### config.mk
export PLATFORM = sky130hd
export DESIGN_NAME = hamming_encoding_ring_buffer
export DESIGN_NICKNAME = d
export VERILOG_FILES = /design/src/design/heb_pkg.sv /design/src/design/heb_front.sv /design/src/design/heb_queue.sv /design/src/design/heb_back.sv /design/src/design/hamming_encoding_ring_buffer.sv
export SDC_FILE = /design/constraint.sdc
export NUM_CORES = 2
export LEC_CHECK = 0
export BUFFER_PORTS_ARGS = -buffer_cell sky130_fd_sc_hd__buf_4
export CELL_PAD_IN_SITES_DETAIL_PLACEMENT = 0
export CELL_PAD_IN_SITES_GLOBAL_PLACEMENT = 1
export CORE_MARGIN = 2
export CORE_UTILIZATION = 39
export CTS_CLUSTER_DIAMETER = 40
export DETAILED_ROUTE_END_ITERATION = 8
export GPL_ROUTABILITY_DRIVEN = 1
export MAX_ROUTING_LAYER = met4
export PLACE_DENSITY = 0.67
export SYNTH_ARGS = -nofsm -noshare
export SYNTH_HDL_FRONTEND = slang
export SYNTH_MEMORY_MAX_BITS = 65536
export SYNTH_SLANG_ARGS = --single-unit
### constraint.sdc
create_clock -name clk -period 11.8 [get_ports clk]
set_clock_uncertainty 0.1 [all_clocks]
set_input_delay 2.36 -clock clk [delete_from_list [all_inputs] [get_ports clk]]
set_output_delay 2.36 -clock clk [all_outputs]
set_load 0.005 [all_outputs]
### src/design/heb_pkg.sv
`default_nettype none
package heb_pkg;

	localparam int DEFAULT_RING_DEPTH = 64;
	localparam int DATA_W = 56;
	localparam int WORD_W = 64;

	// check bit masks, bit i of the word is the parity under mask i
	localparam logic [WORD_W-1:0] CHECK_MASKS [6] = '{
		64'hDAB5556AAAAAAA81,
		64'hB66CCCD999999982,
		64'h71E3C3C787878784,
		64'h0FE03FC07F807F88,
		64'h001FFFC0007FFF90,
		64'h0000003FFFFFFFA0
	};

	typedef enum logic [1:0] {
		ST_PUSHED   = 2'd0,
		ST_POPPED   = 2'd1,
		ST_EMPTY    = 2'd2,
		ST_OVERFLOW = 2'd3
	} status_t;

	typedef enum logic {
		KIND_PUSH = 1'b0,
		KIND_POP  = 1'b1
	} kind_t;

	typedef enum logic {
		BK_IDLE,
		BK_READ
	} back_state_t;

	// command from front to back
	typedef struct packed {
		kind_t             kind;
		logic [WORD_W-1:0] word;
	} cmd_t;

	// data in bits 63..8, check bits 5..0 depend on data only,
	// bit 6 makes the whole word even, bit 7 stays zero
	function automatic logic [WORD_W-1:0] secded_encode(input logic [DATA_W-1:0] data);
		logic [WORD_W-1:0] w;
		w = {data, 8'h00};
		for (int i = 0; i < 6; i++) begin
			w[i] = ^(w & CHECK_MASKS[i]);
		end
		w[6] = ^w;
		return w;
	endfunction

endpackage
`default_nettype wire

### src/design/heb_front.sv
`default_nettype none
module heb_front
	import heb_pkg::*;
(
	input  wire logic              kind,
	input  wire logic [DATA_W-1:0] payload,
	output cmd_t                   cmd
);

	// classify and encode; pops carry no word
	always_comb begin
		cmd.kind = kind_t'(kind);
		cmd.word = (kind == KIND_POP) ? '0 : secded_encode(payload);
	end

endmodule
`default_nettype wire

### src/design/heb_queue.sv
`default_nettype none
module heb_queue
	import heb_pkg::*;
(
	input  wire logic clk,
	input  wire logic arst_n,
	input  wire logic in_valid,
	output logic      in_ready,
	input  wire cmd_t in_cmd,
	output logic      out_valid,
	input  wire logic out_ready,
	output cmd_t      out_cmd
);

	cmd_t       entry_q [2];
	logic       wr_ptr_q;
	logic       rd_ptr_q;
	logic [1:0] count_q;
	logic       do_wr;
	logic       do_rd;

	assign in_ready  = (count_q != 2'd2);
	assign out_valid = (count_q != 2'd0);
	assign out_cmd   = entry_q[rd_ptr_q];
	assign do_wr     = in_valid && in_ready;
	assign do_rd     = out_valid && out_ready;

	always_ff @(posedge clk) begin
		if (do_wr) begin
			entry_q[wr_ptr_q] <= in_cmd;
		end
	end

	always_ff @(posedge clk or negedge arst_n) begin
		if (!arst_n) begin
			wr_ptr_q <= 1'b0;
			rd_ptr_q <= 1'b0;
			count_q  <= 2'd0;
		end else begin
			if (do_wr) begin
				wr_ptr_q <= ~wr_ptr_q;
			end
			if (do_rd) begin
				rd_ptr_q <= ~rd_ptr_q;
			end
			case ({do_wr, do_rd})
				2'b10:   count_q <= count_q + 2'd1;
				2'b01:   count_q <= count_q - 2'd1;
				default: count_q <= count_q;
			endcase
		end
	end

endmodule
`default_nettype wire

### src/design/heb_back.sv
`default_nettype none
module heb_back
	import heb_pkg::*;
#(
	parameter int RING_DEPTH = DEFAULT_RING_DEPTH
) (
	input  wire logic              clk,
	input  wire logic              arst_n,
	input  wire logic              cmd_valid,
	output logic                   cmd_ready,
	input  wire cmd_t              cmd,
	output logic                   out_valid,
	input  wire logic              out_ready,
	output logic [1:0]             out_status,
	output logic [WORD_W-1:0]      out_word
);

	localparam int IDX_W = (RING_DEPTH > 1) ? $clog2(RING_DEPTH) : 1;
	localparam logic [IDX_W-1:0] LAST_IDX = IDX_W'(RING_DEPTH - 1);

	logic [WORD_W-1:0] mem [RING_DEPTH];
	logic [WORD_W-1:0] rd_data_q;
	logic [IDX_W-1:0]  wr_idx_q;
	logic [IDX_W-1:0]  rd_idx_q;
	logic [IDX_W-1:0]  wr_next;
	logic [IDX_W-1:0]  rd_next;
	back_state_t       state_q;
	back_state_t       state_d;
	logic              out_valid_q;
	status_t           out_status_q;
	logic [WORD_W-1:0] out_word_q;
	logic              out_free;
	logic              full;
	logic              empty;
	logic              load_out;
	status_t           status_d;
	logic [WORD_W-1:0] word_d;
	logic              mem_we;
	logic              mem_re;

	assign wr_next  = (wr_idx_q == LAST_IDX) ? '0 : wr_idx_q + 1'b1;
	assign rd_next  = (rd_idx_q == LAST_IDX) ? '0 : rd_idx_q + 1'b1;
	assign full     = (wr_next == rd_idx_q);
	assign empty    = (rd_idx_q == wr_idx_q);
	assign out_free = !out_valid_q || out_ready;

	always_comb begin
		state_d   = state_q;
		cmd_ready = 1'b0;
		load_out  = 1'b0;
		status_d  = ST_PUSHED;
		word_d    = '0;
		mem_we    = 1'b0;
		mem_re    = 1'b0;
		case (state_q)
			BK_IDLE: begin
				if (cmd_valid && out_free) begin
					cmd_ready = 1'b1;
					if (cmd.kind == KIND_PUSH) begin
						load_out = 1'b1;
						if (full) begin
							status_d = ST_OVERFLOW;
						end else begin
							status_d = ST_PUSHED;
							mem_we   = 1'b1;
						end
					end else if (empty) begin
						load_out = 1'b1;
						status_d = ST_EMPTY;
					end else begin
						mem_re  = 1'b1;
						state_d = BK_READ;
					end
				end
			end
			BK_READ: begin
				// output register drained when the read was issued
				load_out = 1'b1;
				status_d = ST_POPPED;
				word_d   = rd_data_q;
				state_d  = BK_IDLE;
			end
			default: begin
				state_d = BK_IDLE;
			end
		endcase
	end

	always_ff @(posedge clk) begin
		if (mem_we) begin
			mem[wr_idx_q] <= cmd.word;
		end
		if (mem_re) begin
			rd_data_q <= mem[rd_idx_q];
		end
		if (load_out) begin
			out_status_q <= status_d;
			out_word_q   <= word_d;
		end
	end

	always_ff @(posedge clk or negedge arst_n) begin
		if (!arst_n) begin
			state_q     <= BK_IDLE;
			wr_idx_q    <= '0;
			rd_idx_q    <= '0;
			out_valid_q <= 1'b0;
		end else begin
			state_q <= state_d;
			if (mem_we) begin
				wr_idx_q <= wr_next;
			end
			if (mem_re) begin
				rd_idx_q <= rd_next;
			end
			if (load_out) begin
				out_valid_q <= 1'b1;
			end else if (out_ready) begin
				out_valid_q <= 1'b0;
			end
		end
	end

	assign out_valid  = out_valid_q;
	assign out_status = out_status_q;
	assign out_word   = out_word_q;

endmodule
`default_nettype wire

### src/design/hamming_encoding_ring_buffer.sv
// path: a push or failed pop passes the queue and the output register, a good pop
// also the ring memory's registered read port; throughput: one push or failed
// pop per cycle unless the output stalls; a good pop blocks the back until loaded
// reset: arst_n low clears ring indices, queue and output valid; ring is empty
// ring contents are not cleared, only written slots are ever read
`default_nettype none
module hamming_encoding_ring_buffer
	import heb_pkg::*;
#(
	parameter int RING_DEPTH = DEFAULT_RING_DEPTH
) (
	input  wire logic              clk,
	input  wire logic              arst_n,
	// input beat
	input  wire logic              s_tvalid,
	output logic                   s_tready,
	input  wire logic [DATA_W-1:0] s_tdata,   // payload[55:0]
	input  wire logic              s_tuser,   // kind[0]: 0 push, 1 pop
	// result beat
	output logic                   m_tvalid,
	input  wire logic              m_tready,
	output logic [WORD_W-1:0]      m_tdata,   // stored_word[63:0]
	output logic [1:0]             m_tuser    // status[1:0]
);

	// front: classify the beat and encode push data
	cmd_t front_cmd;
	// queue to back
	cmd_t back_cmd;
	logic back_valid;
	logic back_ready;

	heb_front u_front (
		.kind    (s_tuser),
		.payload (s_tdata),
		.cmd     (front_cmd)
	);

	// short queue lets the front keep taking beats while the back waits on
	// a memory read or a stalled output
	heb_queue u_queue (
		.clk       (clk),
		.arst_n    (arst_n),
		.in_valid  (s_tvalid),
		.in_ready  (s_tready),
		.in_cmd    (front_cmd),
		.out_valid (back_valid),
		.out_ready (back_ready),
		.out_cmd   (back_cmd)
	);

	// back: ring memory, read/write indices, full/empty checks, output register
	heb_back #(
		.RING_DEPTH (RING_DEPTH)
	) u_back (
		.clk        (clk),
		.arst_n     (arst_n),
		.cmd_valid  (back_valid),
		.cmd_ready  (back_ready),
		.cmd        (back_cmd),
		.out_valid  (m_tvalid),
		.out_ready  (m_tready),
		.out_status (m_tuser),
		.out_word   (m_tdata)
	);

endmodule
`default_nettype wire

==> flow_summary.yaml <==
route:
  avgViaCountPerCell: 5.73
  num_vias: 74949
  wl_per_cell_um: 33.4
  first_iter_violations: 9264
  drcViolationCount: 0
  drt_first_pass_iters: 7
  wl_mm: 436
  drtAntennaViolNets: 0
critical_path:
  slowest_delay_ps: 770
  critical_path_class: "primary input to register"
  cp.required_ps: 12280
  cpLargestDelayFamily: "simple AND/OR/NAND/NOR gates"
  cp_slowest_cell: "or3_1"
  cp_max_fo: 34
  worstSetupEndpointType: "register"
  crit_top_cell: "buf_4"
  path_buf_inv: 4
  crit_arrival_ps: 6350
  start_kind: "primary input"
  crit_chain: "buf_4 -> nand2b_1 -> o21a_1 -> nor2b_1 -> buf_4 -> nand2_1 -> a31o_2 -> or3_1 -> nor2_4 -> buf_4 -> buf_4"
cells_and_area:
  drive_gt1_frac: 0.339
  layout_commonest_cell: "edfxtp_1"
  area.growth.synth_to_final_pct: 15.2
  final_cell_mix: "4,288 x edfxtp_1, 1,248 x mux4_2, 479 x clkbuf_16"
  stdcell_count: 13069
  final_nets: 7190
  postLayoutCoreUtil: 0.451
floorplan:
  core_um2: 420000
  rows: 238
  dieArea_um2: 427000
  initial_utilization: 0.391
  die-height_um: 653
  num_io_pins: 129
  die_width_um: 653
grt:
  grt.busiest_layer: "met2"
  track_usage: 0.208
  grtUsageMet2: 0.342
  grt_pass1_vias: 76372
  overflow: 0
  grt_pass1_wl_mm: 607
  grt_max_degree: 123
  grtUsageMet3: 0.0260
  gr-usage-met1: 0.266
  antenna_found_initial: 25
placement:
  dp_cells: 12168
  routabilityCongestion: 0.853
  portBuffers: 127
  dp_hpwl_mm: 253
clocking:
  cts_resized: 0
  clockRootBuffer: "clkbuf_16"
  cts_buffers: 476
  cts_hold_buf: 0
  clkTransAtPathRegs_ps: 60
  clk_latency_ps: 1000
  cts_setup_buffers: 0
  cts_tree: "done"
  cts_max_path_buffers: 4
  clkSinkCount: 4306
  htreeDepth: 5
job:
  maxCapViolations: 0
outcome:
  status: "finished, final reports clean"
logic_synthesis:
  syn_area_um2: 164000
  syn_inst: 6606
  synth-async-reset-ratio: 0.00418
  syn_nets: 6670
  synth.distinct_cells: 48
  synth_seq_cells: 4306
  syn_avg_cell_area_um2: 24.9
  yosys_warnings: 0
  ys.flop_type: "edfxtp_1"
  ys_seq_area_frac: 0.786
  synth_enable_flop_cells: 4288
timing:
  hold_violations: 0
  tightest_slew_ps: 1340
  period_needed_ps: 5870
  slew_headroom: 0.106
  fmax_mhz: 170
  finalSetupViolations: 0
  rsz0062_at_grt: "no"
  fin_crit_sh: 0.498
  maxSlewViolCount: 0
  final.setup.tns_ps: 0
pwr:
  power_density_nw_per_um2: 255
  ir_drop_v: 0.000192
  total_leakage_power_nw: 58.5
min_path:
  hp-class: "register to register"
[Yosys cell counts (3+ instances only)]
cell type	count	share of area
a21oi_1	9	0.00027
nor3b_1	3	0.00014
nor4_1	25	0.00095
o221ai_1	3	0.00016
nor3_1	20	0.00061
or3_1	3	0.00011
buf_2	115	0.0035
edfxtp_1	4288	0.78
xnor3_1	15	0.0021
xor2_1	16	0.00085
ha_1	3	0.00023
nor2_1	42	0.00096
o21ai_0	5	0.00015
mux2_2	72	0.0049
mux2i_1	91	0.0055
a22oi_1	72	0.0033
nand2b_1	6	0.00023
a221oi_1	3	0.00016
a211oi_1	6	0.00027
and2_1	67	0.0026
nand2_1	44	0.0010
nor2b_1	64	0.0024
buf_1	41	0.00094
o31ai_1	3	0.00014
or2_2	4	0.00015
mux4_2	1248	0.17
nand3_1	7	0.00021
xnor2_1	91	0.0049
clkbuf_1	197	0.0045
dfrtp_1	18	0.0027
[layout make-up]
type	instances	area (um^2)
fill	34384	231000
sequential	4306	129000
multi-input combinational	1944	34200
clock buffer	549	12200
tap	5520	6910
clock inverter	329	3540
timing repair buffer	397	3130
antenna	23	57.6
inverter	1	3.75
[cell families after synthesis]
family / Yosys count / share of synthesized area
AOI/OAI and AO/OA: 111 / 0.00491
xor gates and xnor gates: 125 / 0.00810
adders and majority gates: 3 / 0.000228
buffers and inverters: 356 / 0.00905
DFF: 4306 / 0.786
muxes: 1411 / 0.182
other: 1 / 0.0000228
and+or+nand+nor: 293 / 0.00976
[routing by layer]
| metal | vias to the layer above | share of wire |
|---|---|---|
| li1 | 29721 | - |
| met1 | 41405 | 0.39 |
| met2 | 3228 | 0.50 |
| met3 | 595 | 0.065 |
| met4 | 0 | 0.046 |
| met5 | - | 0 |
[sequential cells by signal, summed over array words and instances, names as in the netlist]
name	count
u_queue.count_q	2
u_queue.entry_q	128
u_back.out_valid	1
u_back.out_status	2
u_back.rd_idx_q	6
u_back.state_q	1
u_back.wr_idx_q	6
u_back.rd_data_q	63
u_queue.rd_ptr_q	1
u_queue.wr_ptr_q	1
u_back.out_word	63
u_back.mem	4032
[stage by stage]
step | total power, mW | worst slack [ps] | instance area (um^2) | hold slack [ps]
2_1_floorplan | 28.8 | 1560 | 164000 | 361
3_3_place_gp | 33.9 | 4770 | 173000 | 396
3_5_place_dp | 34.1 | 4840 | 173000 | 401
4_1_cts | 48.8 | 5880 | 189000 | 398
5_1_grt | 50.0 | 5810 | 189000 | 419
6_report | 48.3 | 5930 | 189000 | 396
[final timing paths]
kind	start	endpoint	slack, ps	cells past startpoint
max in group asynchronous	arst_n	u_back.rd_idx_q[2]$_DFFE_PN0P_	10090	1
max	m_tready	u_back.mem[38][62]$_DFFE_PP_	5930	11
min reg2reg	u_back.rd_data_q[50]$_DFFE_PP_	u_back.out_word[50]$_SDFFCE_PN0P_	400	1
max reg2reg	u_back.rd_idx_q[0]$_DFFE_PN0P_	u_back.rd_data_q[29]$_DFFE_PP_	6240	7
min in group asynchronous	arst_n	u_queue.wr_ptr_q$_DFFE_PN0P_	1170	1
min	u_back.rd_data_q[50]$_DFFE_PP_	u_back.out_word[50]$_SDFFCE_PN0P_	400	1
[report_power, final]
| group | leakage (nW) | switching, mW | internal, mW |
|---|---|---|---|
| sequential | 39.0 | 0.439 | 19.7 |
| combinational | 11.9 | 8.10 | 5.32 |
| clock | 7.59 | 6.20 | 8.57 |
| total | 58.5 | 14.7 | 33.6 |
(Power assumes the default switching activity.)
